**config.mk**
```make
export PLATFORM = sky130hd
export DESIGN_NAME = status_led_effect_sequencer_top
export DESIGN_NICKNAME = d
export VERILOG_FILES = /design/src/sles_pkg.sv /design/src/status_led_effect_sequencer_top.sv /design/src/sles_ctrl.sv /design/src/sles_level.sv
export SDC_FILE = /design/constraint.sdc
export NUM_CORES = 2
export LEC_CHECK = 0
export BUFFER_PORTS_ARGS = -buffer_cell sky130_fd_sc_hd__buf_2
export CORE_ASPECT_RATIO = 0.8
export CORE_MARGIN = 3
export CORE_UTILIZATION = 59
export DETAILED_ROUTE_END_ITERATION = 12
export HOLD_SLACK_MARGIN = 0.06
export PLACE_DENSITY = 0.85
export SLEW_MARGIN = 40
export SYNTH_ARGS = -nofsm -noshare
export SYNTH_HDL_FRONTEND = slang
export SYNTH_SLANG_ARGS = --single-unit
```
**constraint.sdc**
```tcl
create_clock -name clk -period 14.2 [get_ports clk]
set_input_delay 0.71 -clock clk [delete_from_list [all_inputs] [get_ports clk]]
set_output_delay 0.71 -clock clk [all_outputs]
set_load 0.01 [all_outputs]
```
**src/sles_pkg.sv**
```systemverilog
// Shared constants, codes and types for the status LED effect sequencer.
package sles_pkg;

    // item kinds
    localparam logic [1:0] KIND_TICK = 2'd0;
    localparam logic [1:0] KIND_SET  = 2'd1;
    localparam logic [1:0] KIND_DONE = 2'd2;

    // LED modes
    localparam logic [2:0] MODE_IDLE     = 3'd0;
    localparam logic [2:0] MODE_WARNING  = 3'd2;
    localparam logic [2:0] MODE_CHARGING = 3'd3;
    localparam logic [2:0] MODE_FULL     = 3'd4;
    localparam logic [2:0] MODE_FAULT    = 3'd5;

    // configuration register indexes
    localparam logic [2:0] CFG_IDLE_COLOR     = 3'd0;
    localparam logic [2:0] CFG_WARN_COLOR     = 3'd1;
    localparam logic [2:0] CFG_BREATH_MIN     = 3'd2;
    localparam logic [2:0] CFG_BREATH_MAX     = 3'd3;
    localparam logic [2:0] CFG_FLASH_INTERVAL = 3'd4;
    localparam logic [2:0] CFG_BLINK_INTERVAL = 3'd5;
    localparam logic [2:0] CFG_BREATH_STEP    = 3'd6;

    localparam logic [23:0] RST_IDLE_COLOR     = 24'h222222;
    localparam logic [23:0] RST_WARN_COLOR     = 24'h808000;
    localparam logic [7:0]  RST_BREATH_MIN     = 8'd4;
    localparam logic [7:0]  RST_BREATH_MAX     = 8'd50;
    localparam logic [15:0] RST_FLASH_INTERVAL = 16'd500;
    localparam logic [15:0] RST_BLINK_INTERVAL = 16'd250;
    localparam logic [15:0] RST_BREATH_STEP    = 16'd40;

    localparam logic [2:0] FLASH_STEPS = 3'd6;

    // breathing period = odd factor << shift (6000 ms)
    localparam int BREATH_SHIFT  = 4;
    localparam int BREATH_ODD    = 375;
    localparam int BREATH_PERIOD = BREATH_ODD << BREATH_SHIFT;
    localparam int BREATH_HALF   = BREATH_PERIOD / 2;

    // reciprocals of the odd factor; estimate for the modulo, exact for the level
    localparam int ELAPSED_SHIFT = 36;
    localparam logic [27:0] ELAPSED_RECIP =
        28'((64'd1 << ELAPSED_SHIFT) / 64'(BREATH_ODD));
    localparam int LEVEL_SHIFT = 26;
    localparam logic [17:0] LEVEL_RECIP =
        18'(((64'd1 << LEVEL_SHIFT) + 64'(BREATH_ODD) - 64'd1) / 64'(BREATH_ODD));

    typedef struct packed {
        logic [23:0] idle_color;
        logic [23:0] warn_color;
        logic [7:0]  breath_min;
        logic [7:0]  breath_max;
        logic [15:0] flash_interval;
        logic [15:0] blink_interval;
        logic [15:0] breath_step;
    } cfg_t;

    // per-item result carried down the level pipeline
    typedef struct packed {
        logic        sent;
        logic        breath;  // color comes from the breathing level
        logic [23:0] color;
        logic        busy;
    } side_t;

endpackage

```
**src/status_led_effect_sequencer_top.sv**
```systemverilog
// Top level of the status LED effect sequencer.
//
// Input channel (in_valid/in_ready): one item per transfer carrying kind
// (tick, set mode, transfer done), led_state, blink_request and now_ms.
// Output channel (out_valid/out_ready): exactly one result per input item,
// in order: frame_sent, color (zero unless a frame started) and
// transfer_busy. Configuration: cfg_we with cfg_index and cfg_data writes
// one register per cycle; index 7 is ignored.
// Throughput is one item per cycle while the receiver does not stall. From
// input transfer to output valid, the transfer loads the input register,
// then the state update and the stages of the breathing level path (elapsed
// split, reciprocal multiply for the period modulo, raw remainder, remainder
// fixup and triangle, span multiply, divide by half period, saturation).
// Every item takes the same path so order is preserved.
// When the receiver stalls, the whole pipeline holds and in_ready drops in
// the same cycle. Reset loads default colors and intervals, idle mode, an
// update pending and a ready link; the pipeline comes up empty.
module status_led_effect_sequencer_top (
    input  logic        clk,
    input  logic        rst_n,
    input  logic        in_valid,
    output logic        in_ready,
    input  logic [1:0]  kind,
    input  logic [2:0]  led_state,
    input  logic        blink_request,
    input  logic [31:0] now_ms,
    output logic        out_valid,
    input  logic        out_ready,
    output logic        frame_sent,
    output logic [23:0] color,
    output logic        transfer_busy,
    input  logic        cfg_we,
    input  logic [2:0]  cfg_index,
    input  logic [23:0] cfg_data
);

    sles_pkg::cfg_t  cfg_reg;
    sles_pkg::side_t ctrl_side;
    sles_pkg::side_t res_side;

    logic        advance;
    logic        in_vld_reg;
    logic [1:0]  kind_reg;
    logic [2:0]  led_state_reg;
    logic        blink_request_reg;
    logic [31:0] now_ms_reg;
    logic [31:0] breath_elapsed;

    assign advance  = !out_valid || out_ready;
    assign in_ready = advance;

    always_ff @(posedge clk or negedge rst_n)
    begin
        if (!rst_n)
        begin
            cfg_reg.idle_color     <= sles_pkg::RST_IDLE_COLOR;
            cfg_reg.warn_color     <= sles_pkg::RST_WARN_COLOR;
            cfg_reg.breath_min     <= sles_pkg::RST_BREATH_MIN;
            cfg_reg.breath_max     <= sles_pkg::RST_BREATH_MAX;
            cfg_reg.flash_interval <= sles_pkg::RST_FLASH_INTERVAL;
            cfg_reg.blink_interval <= sles_pkg::RST_BLINK_INTERVAL;
            cfg_reg.breath_step    <= sles_pkg::RST_BREATH_STEP;
        end
        else if (cfg_we)
        begin
            case (cfg_index)
                sles_pkg::CFG_IDLE_COLOR:     cfg_reg.idle_color     <= cfg_data;
                sles_pkg::CFG_WARN_COLOR:     cfg_reg.warn_color     <= cfg_data;
                sles_pkg::CFG_BREATH_MIN:     cfg_reg.breath_min     <= cfg_data[7:0];
                sles_pkg::CFG_BREATH_MAX:     cfg_reg.breath_max     <= cfg_data[7:0];
                sles_pkg::CFG_FLASH_INTERVAL: cfg_reg.flash_interval <= cfg_data[15:0];
                sles_pkg::CFG_BLINK_INTERVAL: cfg_reg.blink_interval <= cfg_data[15:0];
                sles_pkg::CFG_BREATH_STEP:    cfg_reg.breath_step    <= cfg_data[15:0];
                default:
                begin
                end
            endcase
        end
    end

    // input register
    always_ff @(posedge clk or negedge rst_n)
    begin
        if (!rst_n)
            in_vld_reg <= 1'b0;
        else if (advance)
            in_vld_reg <= in_valid;
    end

    always_ff @(posedge clk)
    begin
        if (advance)
        begin
            kind_reg          <= kind;
            led_state_reg     <= led_state;
            blink_request_reg <= blink_request;
            now_ms_reg        <= now_ms;
        end
    end

    sles_ctrl u_ctrl (
        .clk            (clk),
        .rst_n          (rst_n),
        .en             (in_vld_reg && advance),
        .kind           (kind_reg),
        .led_state      (led_state_reg),
        .blink_request  (blink_request_reg),
        .now_ms         (now_ms_reg),
        .cfg            (cfg_reg),
        .side           (ctrl_side),
        .breath_elapsed (breath_elapsed)
    );

    sles_level u_level (
        .clk        (clk),
        .rst_n      (rst_n),
        .en         (advance),
        .in_vld     (in_vld_reg),
        .in_side    (ctrl_side),
        .elapsed    (breath_elapsed),
        .breath_min (cfg_reg.breath_min),
        .breath_max (cfg_reg.breath_max),
        .out_vld    (out_valid),
        .out_side   (res_side)
    );

    assign frame_sent    = res_side.sent;
    assign color         = res_side.color;
    assign transfer_busy = res_side.busy;

endmodule

```
**src/sles_ctrl.sv**
```systemverilog
// Mode, timer, flash and link state; decides per item whether a frame starts.
module sles_ctrl (
    input  logic                clk,
    input  logic                rst_n,
    input  logic                en,
    input  logic [1:0]          kind,
    input  logic [2:0]          led_state,
    input  logic                blink_request,
    input  logic [31:0]         now_ms,
    input  sles_pkg::cfg_t      cfg,
    output sles_pkg::side_t     side,
    output logic [31:0]         breath_elapsed
);

    logic [2:0]  mode_reg, mode_next;
    logic        blink_on_reg, blink_on_next;
    logic [31:0] last_update_reg, last_update_next;
    logic [31:0] breath_start_reg, breath_start_next;
    logic        phase_reg, phase_next;
    logic        update_pending_reg, update_pending_next;
    logic        flash_active_reg, flash_active_next;
    logic [2:0]  flash_count_reg, flash_count_next;
    logic        link_ready_reg, link_ready_next;

    logic [31:0] since_last;
    logic [2:0]  flash_step;
    logic        changed;
    logic        send_req;
    logic        clear_pending;
    logic        breath;
    logic        sent;
    logic [23:0] send_color;

    assign since_last     = now_ms - last_update_reg;
    assign flash_step     = flash_count_reg + 3'd1;
    assign changed        = (led_state != mode_reg) || (blink_request != blink_on_reg);
    assign breath_elapsed = now_ms - breath_start_reg;

    always_comb
    begin
        mode_next           = mode_reg;
        blink_on_next       = blink_on_reg;
        last_update_next    = last_update_reg;
        breath_start_next   = breath_start_reg;
        phase_next          = phase_reg;
        update_pending_next = update_pending_reg;
        flash_active_next   = flash_active_reg;
        flash_count_next    = flash_count_reg;
        link_ready_next     = link_ready_reg;
        send_req            = 1'b0;
        clear_pending       = 1'b0;
        breath              = 1'b0;
        sent                = 1'b0;
        send_color          = 24'd0;

        case (kind)
            sles_pkg::KIND_TICK:
            begin
                if (flash_active_reg)
                begin
                    if (since_last >= {16'd0, cfg.flash_interval})
                    begin
                        last_update_next = now_ms;
                        flash_count_next = flash_step;
                        send_req         = 1'b1;
                        if (flash_step >= sles_pkg::FLASH_STEPS)
                        begin
                            flash_active_next = 1'b0;
                            send_color        = cfg.idle_color;
                        end
                        else
                        begin
                            send_color = phase_reg ? cfg.warn_color : 24'd0;
                            phase_next = !phase_reg;
                        end
                    end
                end
                else if (mode_reg == sles_pkg::MODE_CHARGING)
                begin
                    if (since_last >= {16'd0, cfg.breath_step})
                    begin
                        last_update_next = now_ms;
                        send_req         = 1'b1;
                        breath           = 1'b1;
                    end
                end
                else
                begin
                    if (mode_reg == sles_pkg::MODE_WARNING && blink_on_reg)
                    begin
                        if (since_last >= {16'd0, cfg.blink_interval})
                        begin
                            last_update_next = now_ms;
                            phase_next       = !phase_reg;
                            send_req         = 1'b1;
                            clear_pending    = 1'b1;
                        end
                    end
                    else if (update_pending_reg)
                    begin
                        send_req      = 1'b1;
                        clear_pending = 1'b1;
                    end
                    if (mode_reg == sles_pkg::MODE_WARNING)
                        send_color = (blink_on_reg && !phase_next) ? 24'd0 : cfg.warn_color;
                    else
                        send_color = cfg.idle_color;
                end
                // a busy link keeps timers moving but starts no frame
                if (send_req && link_ready_reg)
                begin
                    link_ready_next = 1'b0;
                    sent            = 1'b1;
                    if (clear_pending)
                        update_pending_next = 1'b0;
                end
            end
            sles_pkg::KIND_SET:
            begin
                if (led_state == sles_pkg::MODE_CHARGING || led_state == sles_pkg::MODE_FULL)
                    flash_active_next = 1'b0;
                else if (led_state == sles_pkg::MODE_FAULT &&
                         mode_reg != sles_pkg::MODE_FAULT && !flash_active_reg)
                begin
                    flash_active_next = 1'b1;
                    flash_count_next  = 3'd0;
                    phase_next        = 1'b1;
                    last_update_next  = now_ms - {16'd0, cfg.flash_interval};
                end
                mode_next     = led_state;
                blink_on_next = blink_request;
                if (changed)
                begin
                    update_pending_next = 1'b1;
                    last_update_next    = now_ms - {16'd0, cfg.breath_step};
                    if (led_state == sles_pkg::MODE_CHARGING)
                        breath_start_next = now_ms;
                end
            end
            sles_pkg::KIND_DONE:
            begin
                link_ready_next = 1'b1;
            end
            default:
            begin
            end
        endcase

        side.sent   = sent;
        side.breath = sent && breath;
        side.color  = (sent && !breath) ? send_color : 24'd0;
        side.busy   = !link_ready_next;
    end

    always_ff @(posedge clk or negedge rst_n)
    begin
        if (!rst_n)
        begin
            mode_reg           <= sles_pkg::MODE_IDLE;
            blink_on_reg       <= 1'b0;
            last_update_reg    <= 32'd0;
            breath_start_reg   <= 32'd0;
            phase_reg          <= 1'b0;
            update_pending_reg <= 1'b1;
            flash_active_reg   <= 1'b0;
            flash_count_reg    <= 3'd0;
            link_ready_reg     <= 1'b1;
        end
        else if (en)
        begin
            mode_reg           <= mode_next;
            blink_on_reg       <= blink_on_next;
            last_update_reg    <= last_update_next;
            breath_start_reg   <= breath_start_next;
            phase_reg          <= phase_next;
            update_pending_reg <= update_pending_next;
            flash_active_reg   <= flash_active_next;
            flash_count_reg    <= flash_count_next;
            link_ready_reg     <= link_ready_next;
        end
    end

endmodule

```
**src/sles_level.sv**
```systemverilog
// Pipeline that turns the breathing elapsed time into a gray level color.
module sles_level (
    input  logic                clk,
    input  logic                rst_n,
    input  logic                en,
    input  logic                in_vld,
    input  sles_pkg::side_t     in_side,
    input  logic [31:0]         elapsed,
    input  logic [7:0]          breath_min,
    input  logic [7:0]          breath_max,
    output logic                out_vld,
    output sles_pkg::side_t     out_side
);

    logic [6:0] vld_reg;

    sles_pkg::side_t side_a_reg, side_b_reg, side_c_reg, side_d_reg;
    sles_pkg::side_t side_e_reg, side_f_reg, side_g_reg;

    // stage A: elapsed split into high part and low bits
    logic [27:0] dhi_a_reg;
    logic [3:0]  dlo_a_reg, dlo_b_reg, dlo_c_reg;
    // stage B: reciprocal product
    logic [55:0] prod_b_reg;
    logic [9:0]  dhi_b_reg;
    // stage C: remainder before correction
    logic [19:0] q_est;
    logic [9:0]  qm_lo;
    logic [9:0]  rraw_c_reg;
    // stage D: triangle value
    logic [8:0]  rem;
    logic [12:0] phase_ms;
    logic [11:0] tri_next, tri_d_reg;
    // stage E: triangle times span
    logic [7:0]  span;
    logic [19:0] sp_e_reg;
    // stage F: divide by half period
    logic [34:0] lm_f_reg;
    // stage G: output
    logic [8:0]  quo;
    logic [9:0]  level_sum;
    logic [7:0]  level;
    sles_pkg::side_t side_g_next;

    assign q_est    = prod_b_reg[55:36];
    assign qm_lo    = 10'(q_est * 20'(sles_pkg::BREATH_ODD));
    assign rem      = (rraw_c_reg >= 10'(sles_pkg::BREATH_ODD)) ?
                      9'(rraw_c_reg - 10'(sles_pkg::BREATH_ODD)) : rraw_c_reg[8:0];
    assign phase_ms = {rem, dlo_c_reg};
    assign tri_next = (phase_ms < 13'(sles_pkg::BREATH_HALF)) ? phase_ms[11:0] :
                      12'(13'(sles_pkg::BREATH_PERIOD) - phase_ms);
    assign span     = (breath_max >= breath_min) ? (breath_max - breath_min) : 8'd0;
    assign quo      = lm_f_reg[34:26];
    assign level_sum = {2'b00, breath_min} + {1'b0, quo};
    assign level    = (level_sum > 10'd255) ? 8'hFF : level_sum[7:0];

    always_comb
    begin
        side_g_next = side_f_reg;
        if (side_f_reg.breath)
            side_g_next.color = {level, level, level};
    end

    always_ff @(posedge clk or negedge rst_n)
    begin
        if (!rst_n)
            vld_reg <= '0;
        else if (en)
            vld_reg <= {vld_reg[5:0], in_vld};
    end

    always_ff @(posedge clk)
    begin
        if (en)
        begin
            side_a_reg <= in_side;
            dhi_a_reg  <= elapsed[31:4];
            dlo_a_reg  <= elapsed[3:0];

            side_b_reg <= side_a_reg;
            prod_b_reg <= 56'(dhi_a_reg) * 56'(sles_pkg::ELAPSED_RECIP);
            dhi_b_reg  <= dhi_a_reg[9:0];
            dlo_b_reg  <= dlo_a_reg;

            side_c_reg <= side_b_reg;
            rraw_c_reg <= dhi_b_reg - qm_lo;
            dlo_c_reg  <= dlo_b_reg;

            side_d_reg <= side_c_reg;
            tri_d_reg  <= tri_next;

            side_e_reg <= side_d_reg;
            sp_e_reg   <= 20'(tri_d_reg) * 20'(span);

            side_f_reg <= side_e_reg;
            lm_f_reg   <= 35'(sp_e_reg[19:3]) * 35'(sles_pkg::LEVEL_RECIP);

            side_g_reg <= side_g_next;
        end
    end

    assign out_vld  = vld_reg[6];
    assign out_side = side_g_reg;

endmodule

```
Yosys cells after proc, flatten, opt, wreduce, memory -nomap -nowiden
Index checks and enable logic that the tools add are counted.

word-level totals
  output and inout bits = 28
  register bits after elaboration = 604
  input bits = 70
  logic and storage cells = 214

cells by class
  equal/unequal tests = 32
  mux-type cells = 66
  multiply operators = 4
  order comparisons = 8
  reduce and logical (&&, ||, !) cells = 35
  $add $sub $neg = 10

operator list
  cell                      count
  $mux W32                  9
  $mux W24                  8
  $ge A32 B16 Y1            3
  $pmux W32 S2              1
  $sub A32 B16 Y32          2
  $sub A32 B32 Y32          2
  $mul A28 B28 Y56 const B  1
  $mul A17 B18 Y35 const B  1
  $mux W1                   35
  $mul A12 B8 Y20           1
  $mul A20 B9 Y10 const B   1
  $reduce_and A2 Y1         9
  $mux W8                   2
  $eq A3 B2 Y1 const B      5
  $eq A3 B3 Y1 const B      5
  $lt A13 B12 Y1 const B    1
  $mux W12                  1
  $mux W3                   4
  $ne A2 B1 Y1 const B      6
  $sub A11 B12 Y12 const A  1
  $add A8 B9 Y10            1
  $ge A10 B9 Y1 const B     1
  $gt A10 B8 Y1 const B     1
  $sub A10 B10 Y10          1
  other kinds (31)          53

Longest topological paths before layout
  depth after elaboration = 13
  gate-level depth with buffers = 32

Modules after synthesis
From an unflattened synthesis, not the netlist that was laid out.

second synthesis, totals
  cells, all modules = 4229
  area, all modules = 46819.9 um^2

by module, submodules not included
  module                           instances  cells each  area each (um^2)
  sles_level                       1          2644        31365.1
  sles_ctrl                        1          1298        9857.0
  status_led_effect_sequencer_top  1          287         5597.9

Worst setup path after synthesis
No wires, ideal clock.

  kind = in2reg
  start = in out_ready
  end = reg u_ctrl.breath_start_reg[1]
  path slack = 0.535 ns
  path buffers = 2
  stages = 9
  arrival time = 13.583 ns
  cells stage by stage = nand2b_1 > clkbuf_1 > nand2_1 > nor2_1 > nand2_1 > nor3_1 > clkbuf_1 > nand2_1 > o21ai_0

between the ends
  cells in the longest elaborated chain, start to end = 3

RTL lines
  element                             line                                    RTL
  from (decl)                         status_led_effect_sequencer_top.sv:28   input logic out_ready,
  $logic_or A1 B1 Y1                  status_led_effect_sequencer_top.sv:49   assign advance = !out_valid || out_ready;
  net in_ready                        status_led_effect_sequencer_top.sv:22   output logic in_ready,
  $logic_and A1 B1 Y1                 status_led_effect_sequencer_top.sv:104  .en (in_vld_reg && advance),
  $reduce_and A4 Y1 (no source line)  --
  to (signal assigned)                sles_ctrl.sv:174                        breath_start_reg <= breath_start_next;
  to (decl)                           sles_ctrl.sv:18                         logic [31:0] breath_start_reg, breath_start_next;

The timed path passes the listed nets, and every way through them passes these cells.
A chain may end at the register's enable or synchronous reset.

Final worst setup path
  start = reg u_level.dhi_a_reg[20]
  end = reg u_level.prod_b_reg[45] (data pin)

between the ends
  cells in the longest elaborated chain, start to end = 1

RTL lines
  element                 line              RTL
  from (decl)             sles_level.sv:21  logic [27:0] dhi_a_reg;
  from (signal assigned)  sles_level.sv:77  dhi_a_reg <= elapsed[31:4];
  $mul A28 B28 Y56        sles_level.sv:81  prod_b_reg <= 56'(dhi_a_reg) * 56'(sles_pkg::ELAPSED_RECIP);
  to (signal assigned)    sles_level.sv:81
  to (decl)               sles_level.sv:24  logic [55:0] prod_b_reg;

Every way passes these cells.

==> reports/results.tsv <==
stage	metric	value	unit
run_status	status	finished clean	
die	die area	82200	um^2
cells_and_area	fillers	5649	
routing	ANT nets after route	0	
cells_and_area	area occupied by multi-input gates	27700	um^2
sta	setup violators final	0	
cells_and_area	synthesis-to-layout area growth	7.76	%
cells_and_area	layout cell share with drive strength beyond 1	8.87	%
global_route	largest net degree at the start of global routing	171	
critical_path	critical path type	reg2reg	
yosys	Ys Warns	0	
clock_tree	hold_buf cts	0	
routing	vias post-DR	30823	
cells_and_area	post-route insts no fill	5388	
sta	Slew @ Worst Pin	944	ps
yosys	Netlist cell types	79	
sta	fmax	116	MHz
yosys	top cell type's share of synthesized area	21.6	%
critical_path	Critical-path top delay cell	edfxtp_1	
sta	setup total negative slack	0	ps
clock_tree	Resized Gates After CTS	0	
cells_and_area	max FFs per register	112	
clock_tree	Longest Clk Path Bufs	3	
critical_path	Crit. End Element	flop	
sta	min Tclk post-route	8600	ps
yosys	post-synthesis async set-or-reset flop share	36.9	%
routing	Post-route DRC	0	
yosys	number of synthesized flops with an enable pin	334	
sta	Relative slew margins	36.4	%
routing	WL final	105000	um
die	initial core utilization	59.9	%
sta	Final WS setup	5600	ps
clock_tree	CTS Buf Count	51	
critical_path	Crit Path Max Fanout	10	
die	die extent in y	257	um
cells_and_area	commonest non-fill, non-tap cell in the layout	inv_1	
clock_tree	CTS tree	yes	
placement	Placed Cells incl. Taps	5286	
sta	RSZ-0062 raised after global routing	false	
routing	Pre-antenna DRT Iters	6	
clock_tree	clock-pin slew of the registers on the worst-case setup and hold paths	60	ps
clock_tree	CTS Sinks	529	
critical_path	kind of start point of the critical path	flop	
routing	Vias/cell	5.72	
yosys	Syn Nets	5376	
critical_path	most used cell, CP	fa_1	
global_route	global-route wire length before repair	173000	um
critical_path	critical path data required time	14560	ps
critical_path	cells along the critical path	inv_1 > fa_1 > inv_1 > fa_1 > ha_1 > fa_1 > fa_1 > fa_1 > inv_1 > fa_1 > inv_1 > ha_1 > nand3_1 > o22ai_1 > a2111oi_2 > clkdlybuf4s18_2 > o211ai_1 > o21ai_0 > a21oi_1 > a211o_1 > o31a_1 > a211o_1 > a21oi_1 > xnor2_1	
die	Die Wd	320	um
global_route	total global routing overflow	0	
critical_path	critical path's largest stage delay	790	ps
placement	GPL Wtd Cong	0.982	
die	row count	91	
yosys	post-synthesis sequential area ratio	32.2	%
yosys	Mapped Area	46500	um^2
global_route	gr usage total	26.3	%
yosys	ys flop type	edfxtp_1	
yosys	synth top area cells	edfxtp_1, fa_1, ha_1, dfrtp_1, inv_1	
yosys	Synth area leader	edfxtp_1	
placement	DP Wirelength	81100	um
sta	Hold Fails Final Rpt	0	
routing	Initial DRC Count	2539	
hold_path	hold crit path type	in2async	
run	reported max-cap violation count	0	
critical_path	worst path buffer plus inverter count	5	
critical_path	delay-heaviest family, CP	adder cells	
sta	setup skew after layout	26.4	ps
yosys	mean post-synth cell area	11.0	um^2
die	total core area	77500	um^2
clock_tree	Post-CTS Setup Bufs	0	
sta	Final Slew Violations	0	
cells_and_area	most frequent cells in the layout	inv_1, ha_1, fa_1	
cells_and_area	Final nets	5468	
sta	fin crit share	60.5	%
cells_and_area	Reg area	14900	um^2
placement	pre-CTS setup slack	5800	ps
routing	DR WL/cell	19.5	um
critical_path	CP Data Arrival Time	8950	ps
global_route	initial antenna violation count	4	
clock_tree	Clock Latency Late Sink	610	ps
clock_tree	htree depth	2	
die	IO Pins	98	
placement	port buffer count	97	
yosys	Mapped Cells	4226	
clock_tree	Clock Tree Root	clkbuf_16	
yosys	#FFs+latches synth	529	
global_route	vias in the first global route	32501	
[final cells by class]
type                    instances  area share, %
multi-input cells            2674           55.3
flip-flops and latches        529           29.8
inverters                     937           7.02
well taps                    1023           2.56
clock buffers                  60           2.76
clock inverters                36          0.917
repair buffers                125           1.53
diodes                          4         0.0200
[Yosys cell counts (all sizes together), types with 28 or more instances]
| library cell | number |
|---|---|
| a21oi | 158 |
| mux2i | 32 |
| mux2 | 111 |
| dfstp | 28 |
| and2 | 73 |
| a21o | 80 |
| nand4 | 47 |
| nand3 | 31 |
| nor3 | 40 |
| xnor2 | 121 |
| and3 | 40 |
| nor2b | 30 |
| clkbuf | 70 |
| o21a | 32 |
| nand2 | 203 |
| o21ai | 141 |
| ha | 598 |
| edfxtp | 334 |
| xor2 | 56 |
| fa | 482 |
| nor2 | 120 |
| inv | 937 |
| dfrtp | 167 |
[cells by family (layout without fill, tap and decap cells)]
group	Yosys count	after routing	synth area share, %
buf+inv	1023	1158	8.35
flops	529	529	32.2
other cells	0	4	0
mux	143	143	3.42
compound gates	606	606	8.61
xor+xnor	177	177	3.34
simple gates	668	668	7.24
fa+ha+maj	1080	1080	36.9
[metrics by stage]
step	hold WS [ps]	util (%)	instance area (um^2)
2_1_floorplan	400	-	46500
3_3_place_gp	400	62.0	48100
3_5_place_dp	405	62.1	48200
4_1_cts	69.7	64.5	50000
5_1_grt	89.4	64.6	50100
6_report	74.6	64.6	50100
[worst paths after layout]
check                      slack [ps]                         end  cells past startpoint             startpoint
max                              5600      u_level.prod_b_reg[45]                     24  u_level.dhi_a_reg[20]
min                                70                 cfg_reg[85]                      1                  rst_n
max reg2reg                      5600      u_level.prod_b_reg[45]                     24  u_level.dhi_a_reg[20]
min reg2reg                       410       u_level.side_c_reg[6]                      0  u_level.side_b_reg[6]
max in group asynchronous       13040  u_ctrl.breath_start_reg[0]                      2                  rst_n
min in group clk                  270              now_ms_reg[24]                      1             now_ms[24]
[layer usage]
metal	part of all wire, %	vias up	GRT usage, %
met5	0	-	0
met4	2.3	0	6.94
met3	7.4	174	4.54
met2	46	1093	41.5
met1	44	15343	38.1
li1	-	14213	-
Power is not shown: default switching activity piles up to over one toggle a cycle in this logic, so the estimate is an artifact.
